**src/hw/rtl/efba_pkg.sv**
```systemverilog
// Shared types and codes for the exact-fit bump allocator.
package efba_pkg;

  typedef enum logic [2:0] {
    ST_REUSED = 3'd0,
    ST_NEW    = 3'd1,
    ST_NOMEM  = 3'd2,
    ST_FULL   = 3'd3,
    ST_FREED  = 3'd4,
    ST_REJECT = 3'd5,
    ST_NULL   = 3'd6
  } status_e;

  typedef enum logic [1:0] {
    CFG_HEAP_BASE   = 2'd0,
    CFG_HEAP_LENGTH = 2'd1,
    CFG_HEADER      = 2'd2
  } cfg_idx_e;

  typedef enum logic [1:0] {
    S_IDLE,
    S_SCAN,
    S_FINISH
  } state_e;

  localparam logic KIND_ALLOC = 1'b0;
  localparam logic KIND_FREE  = 1'b1;

  localparam logic [7:0] HeaderReset = 8'd24;

  // search token walking down the cell chain
  typedef struct packed {
    logic        active;
    logic        is_free;
    logic [31:0] key;
    logic        hit;
    logic [31:0] addr;
  } tok_t;

  // append write broadcast to the chain
  typedef struct packed {
    logic        en;
    logic [31:0] size;
    logic [31:0] addr;
  } cell_wr_t;

endpackage

```
**src/hw/rtl/efba_cell.sv**
```systemverilog
// One table entry of the allocator chain: holds a block and checks the passing token.
module efba_cell import efba_pkg::*; #(
  parameter int unsigned MaxBlocks = 64,
  parameter int unsigned Idx       = 0,
  localparam int unsigned IdxW     = (MaxBlocks > 1) ? $clog2(MaxBlocks) : 1,
  localparam int unsigned CntW     = $clog2(MaxBlocks + 1)
) (
  input  logic            clk_i,
  input  logic            rst_ni,
  input  logic [CntW-1:0] cnt_i,
  input  cell_wr_t        wr_i,
  input  logic [IdxW-1:0] wr_idx_i,
  input  tok_t            tok_i,
  output tok_t            tok_o
);

  logic [31:0] size_q;
  logic [31:0] addr_q;
  logic        in_use_q;
  logic        in_use_d;
  logic        valid;
  logic        match;
  logic        wr_sel;
  tok_t        tok_q;
  tok_t        tok_d;

  assign valid  = CntW'(Idx) < cnt_i;
  assign wr_sel = wr_i.en && (wr_idx_i == IdxW'(Idx));

  always_comb begin
    match = 1'b0;
    if (tok_i.active && !tok_i.hit && valid) begin
      if (tok_i.is_free) begin
        match = in_use_q && (addr_q == tok_i.key);
      end else begin
        match = !in_use_q && (size_q == tok_i.key);
      end
    end
    tok_d = tok_i;
    if (match) begin
      tok_d.hit  = 1'b1;
      tok_d.addr = addr_q;
    end
    in_use_d = in_use_q;
    if (wr_sel) begin
      in_use_d = 1'b1;
    end else if (match) begin
      in_use_d = !tok_i.is_free;
    end
  end

  always_ff @(posedge clk_i) begin
    in_use_q <= in_use_d;
    if (wr_sel) begin
      size_q <= wr_i.size;
      addr_q <= wr_i.addr;
    end
  end

  always_ff @(posedge clk_i or negedge rst_ni) begin
    if (!rst_ni) begin
      tok_q <= '0;
    end else begin
      tok_q <= tok_d;
    end
  end

  assign tok_o = tok_q;

endmodule

```
**config.mk**
```make
export PLATFORM = sky130hd
export DESIGN_NAME = efba_cell
export DESIGN_NICKNAME = d
export VERILOG_FILES = /design/src/hw/rtl/efba_pkg.sv /design/src/hw/rtl/efba_cell.sv
export SDC_FILE = /design/constraint.sdc
export NUM_CORES = 1
export LEC_CHECK = 0
export ABC_AREA = 0
export BUFFER_PORTS_ARGS = -buffer_cell sky130_fd_sc_hd__buf_2
export CAP_MARGIN = 10
export CORE_MARGIN = 4
export CORE_UTILIZATION = 43
export CTS_CLUSTER_DIAMETER = 40
export DETAILED_ROUTE_END_ITERATION = 10
export PLACE_DENSITY_LB_ADDON = 0.05
export REMOVE_ABC_BUFFERS = 1
export SLEW_MARGIN = 0
export SYNTH_ARGS = -nofsm -noshare
export SYNTH_HDL_FRONTEND = slang
export SYNTH_SLANG_ARGS = --single-unit
```
**constraint.sdc**
```tcl
create_clock -name clk_i -period 1.79 [get_ports clk_i]
set_input_delay 0.358 -clock clk_i [delete_from_list [all_inputs] [get_ports clk_i]]
set_output_delay 0.358 -clock clk_i [all_outputs]
set_load 0.005 [all_outputs]
```
Word level (Yosys, flattened, before mapping)
Index checks and enable logic that the tools add are counted.

$lt $le $gt $ge: 1. Eq/ne operators: 2. Mux-type cells: 3. Reduce and logical (&&, ||, !) cells: 9.

Operator list (number): 32-bit equality test (2); 33-bit two-way mux (1); 1-bit by 7-bit less-than comparator with 1-bit output (first input constant) (1); 6-bit logical NOT (1); 1-bit logical AND (5); 1-bit logical NOT (3); 1-bit two-way mux (2).

Register bits after elaboration: 132.

Depth between registers and ports, before layout
Word-level depth: 5. Depth in mapped cells: 7. Gate-level depth less buffers: 6.

Least setup slack after synthesis
Ideal clock, no wire load.

Path kind: in2reg. Start point: in wr_idx_i[2]. End point: reg in_use_q. Library setup time: 0.108 ns. Arrival: 7.693 ns. Required time: 1.682 ns. Path slack: -6.011 ns. Stages on the path: 3. Path through: or4b_2 -> nor4_1 -> o21bai_1.

Cells in the longest elaborated chain, start to end: 2.

Ends and longest elaborated chain: from (decl) (line efba_cell.sv:12) `input logic [IdxW-1:0] wr_idx_i,`; 6-bit logical NOT (line efba_cell.sv:28) `assign wr_sel = wr_i.en && (wr_idx_i == IdxW'(Idx));`; 1-bit logical AND (line efba_cell.sv:28); net wr_sel (line efba_cell.sv:23) `logic wr_sel;`; to (signal assigned) (line efba_cell.sv:53) `in_use_q <= in_use_d;`; to (decl) (line efba_cell.sv:19) `logic in_use_q;`.

The timed path passes the listed nets, and every way through them passes these cells. A chain may end at the register's enable or synchronous reset.

==> results.yml <==
outcome:
  outcome: "finished with violations"
  violations: "negative setup slack"
clock_tree:
  cts_tree: "built"
  ctsHtreeMaxLevel: 4
  clk_path_buf_depth: 2
  cts.clk_slew.worst_paths_ps: 50
  cts_made_buffers: 17
  cts.sinks: 132
  insertion_delay_ps: 400
  clockRootBuffer: "clkbuf_16"
floorplanning:
  core_area_um2: 11000
  start_util: 0.447
  ios: 214
  die-area_um2: 13200
  fp.dieW_um: 115
  die_h_um: 115
  row_count: 38
sta:
  relSlewSlack: 0.734
  setup_viol: 33
  fin_ws_ps: -405
  fmax_mhz: 456
  fin_worst_skew_ps: 5.60
  min_period_over_period: 1.23
  period_minus_slack_ps: 2200
  whs_ps: 83.3
  slew_violations: 0
  rsz0062_at_grt: "true"
  worstMarginPinSlew_ps: 398
  hold_viol: 0
drt:
  route.detailed.drc: 0
  first_pass_iters: 4
  antenna_left: 0
  routed_wl_um: 12100
  vias: 3168
  via_per_inst: 4.60
  routedWlPerCell_um: 17.6
  drtIter0Drc: 127
cells_and_area:
  drive_gt1_frac: 0.599
  n_fill_cell: 857
  antenna_cells: 0
  area_growth_pct: 46.8
  fin_nets: 682
  stdcell_area_um2: 7210
yosys:
  synth_area_um2: 4910
  ys_seq_area_frac: 0.737
  syn_avg_cell_area_um2: 18.5
  yosys_register_bits: 132
  synth_cell_types: 20
  synthCells: 265
  synth_warnings: 0
placement:
  gp_congestion: 0.776
  port_buffers: 213
  dp_hpwl_um: 9200
  dpl_cell_area_um2: 6500
worst_setup_path:
  crit_arrival_ps: 2480
  slowest_delay_ps: 370
  critPathTopFamily: "simple AND/OR/NAND/NOR gates"
  path_buf_inv: 2
  cp_cell_sequence: "xor2_1 -> nor4_2 -> buf_4 -> nand4_1 -> nor3_4 -> nor2_4 -> buf_12 -> mux2_4"
  crit_path_top_delay_cell: "edfxtp_1"
  required_ps: 2070
  critPathLaunchType: "flip-flop"
  critPathKind: "flip-flop to flip-flop"
  cp_max_fo: 10
  endpoint_kind: "flip-flop"
global_route:
  grt_overflow: 0
  grt_pass1_vias: 3420
  grt_pass1_wl_um: 17700
  grt_start_max_net_pins: 42
  gr-usage-all-layers: 0.185
  antenna_found_initial: 1
run:
  max_cap_violations: 0
power_and_ir_drop:
  power_density_nw_per_um2: 991
  peakVddDrop_v: 0.000677
  leakage_nw: 3.36
min_path:
  hold_path_class: "input pin to flip-flop"
per-layer routing:
layer | part of all wire | global-route usage | wire (µm) | up-vias
li1 | - | - | - | 1500
met1 | 0.41 | 0.229 | 4910 | 1499
met2 | 0.49 | 0.293 | 5890 | 146
met3 | 0.086 | 0.0684 | 1040 | 21
met4 | 0.021 | 0.0790 | 251 | 2
met5 | 0.00091 | 0 | 11 | -
worst paths after layout:
| check | cells after the start | slack [ps] | to | from |
|---|---|---|---|---|
| max | 8 | -410 | tok_o[6] | size_q[19] |
| min | 1 | 80 | tok_o[66] | tok_i[66] |
| max reg2reg | 8 | -410 | tok_o[6] | size_q[19] |
| min reg2reg | 1 | 530 | tok_o[28] | addr_q[28] |
| max in group asynchronous | 3 | 800 | tok_o[60] | rst_ni |
| min in group asynchronous | 2 | 430 | tok_o[7] | rst_ni |
sequential cells by signal (all words and copies together), names as in the netlist:
register  count
tok_o        67
addr_q       32
size_q       32
in_use_q      1
layout make-up:
cell class                      instances  area (µm²)  area share
Tap cell                              140         175      0.0243
Clock inverter                          3        40.0     0.00556
Sequential cell                       132        3620       0.502
Multi-Input combinational cell        130        1350       0.187
Timing Repair Buffer                  254        1490       0.206
Clock buffer                           29         541      0.0750
metrics by stage:
stage | cells | total power, mW | setup WS (ps) | setup TNS [ps] | util
global route | 688 | 7.40 | -490 | -15390 | 0.656
finish | 688 | 7.14 | -405 | -12550 | 0.656
CTS | 687 | 7.21 | -433 | -13570 | 0.649
floorplan | 262 | 3.50 | -6010 | -417940 | -
detailed placement | 652 | 3.87 | -654 | -38500 | 0.591
global placement | 652 | 3.86 | -681 | -38090 | 0.591
cells in the mapped netlist:
cell	n	area share
nand2b_1	1	0.0013
mux2_2	2	0.0046
buf_6	3	0.0069
nor2_1	1	0.00076
dfrtp_1	67	0.34
xor2_1	59	0.11
nand4_1	6	0.0076
or3_1	1	0.0013
xnor2_1	5	0.0089
nor2_2	1	0.0013
edfxtp_1	64	0.39
dfxtp_1	1	0.0041
nor4_1	15	0.019
nor3_4	1	0.0033
o21bai_1	1	0.0015
mux2_4	30	0.092
or4_4	1	0.0023
nor3_1	4	0.0041
or4b_2	1	0.0020
a21oi_1	1	0.0010
power by group:
| group | switching [mW] | internal (mW) | total [mW] |
|---|---|---|---|
| Sequential | 0.0277 | 3.28 | 3.31 |
| Clock | 1.15 | 2.17 | 3.32 |
| Combinational | 0.229 | 0.287 | 0.517 |
| Total | 1.41 | 5.74 | 7.14 |
worst reg2reg max path, cell delays in order, from the launching register on:
cell and delay [ps]:
edfxtp_1 370, xor2_1 160, nor4_2 340, buf_4 170, nand4_1 160, nor3_4 290
nor2_4 120, buf_12 170, mux2_4 300
placed cells by master (no fill, tap or decap), types with 2 or more instances in the layout:
| cell type | netlist | routed |
|---|---|---|
| clkbuf_8 | 0 | 7 |
| nor3_1 | 4 | 3 |
| xor2_2 | 0 | 2 |
| mux2_2 | 2 | 2 |
| clkbuf_1 | 0 | 5 |
| nor4_2 | 0 | 6 |
| buf_4 | 0 | 32 |
| buf_2 | 0 | 212 |
| clkbuf_16 | 0 | 18 |
| mux2_4 | 30 | 30 |
| nor4_1 | 15 | 8 |
| nand4_1 | 6 | 6 |
| xnor2_1 | 5 | 4 |
| dfrtp_1 | 67 | 67 |
| clkinv_2 | 0 | 2 |
| edfxtp_1 | 64 | 64 |
| xor2_1 | 59 | 57 |
| buf_12 | 0 | 7 |
cells by family after synthesis:
| family | after synthesis | share of synthesized area |
|---|---|---|
| multiplexers | 32 | 0.0963 |
| flip-flops | 132 | 0.737 |
| XOR/XNOR | 64 | 0.114 |
| buffers and inverters | 3 | 0.00688 |
| AO/OA/AOI/OAI | 2 | 0.00255 |
| AND/OR/NAND/NOR | 32 | 0.0431 |
what timing repair did:
| action | CTS | global route |
|---|---|---|
| hold buffers | 1 | 0 |
| endpoints found under the setup margin | 34 | 34 |
| gates cloned | 0 | 1 |
| pin swaps | 2 | 7 |
| gates resized for setup | 4 | 9 |
| endpoints found under the hold margin | 26 | 0 |
| buffers inserted | 2 | 2 |
Power figures use the tool's default switching activity.
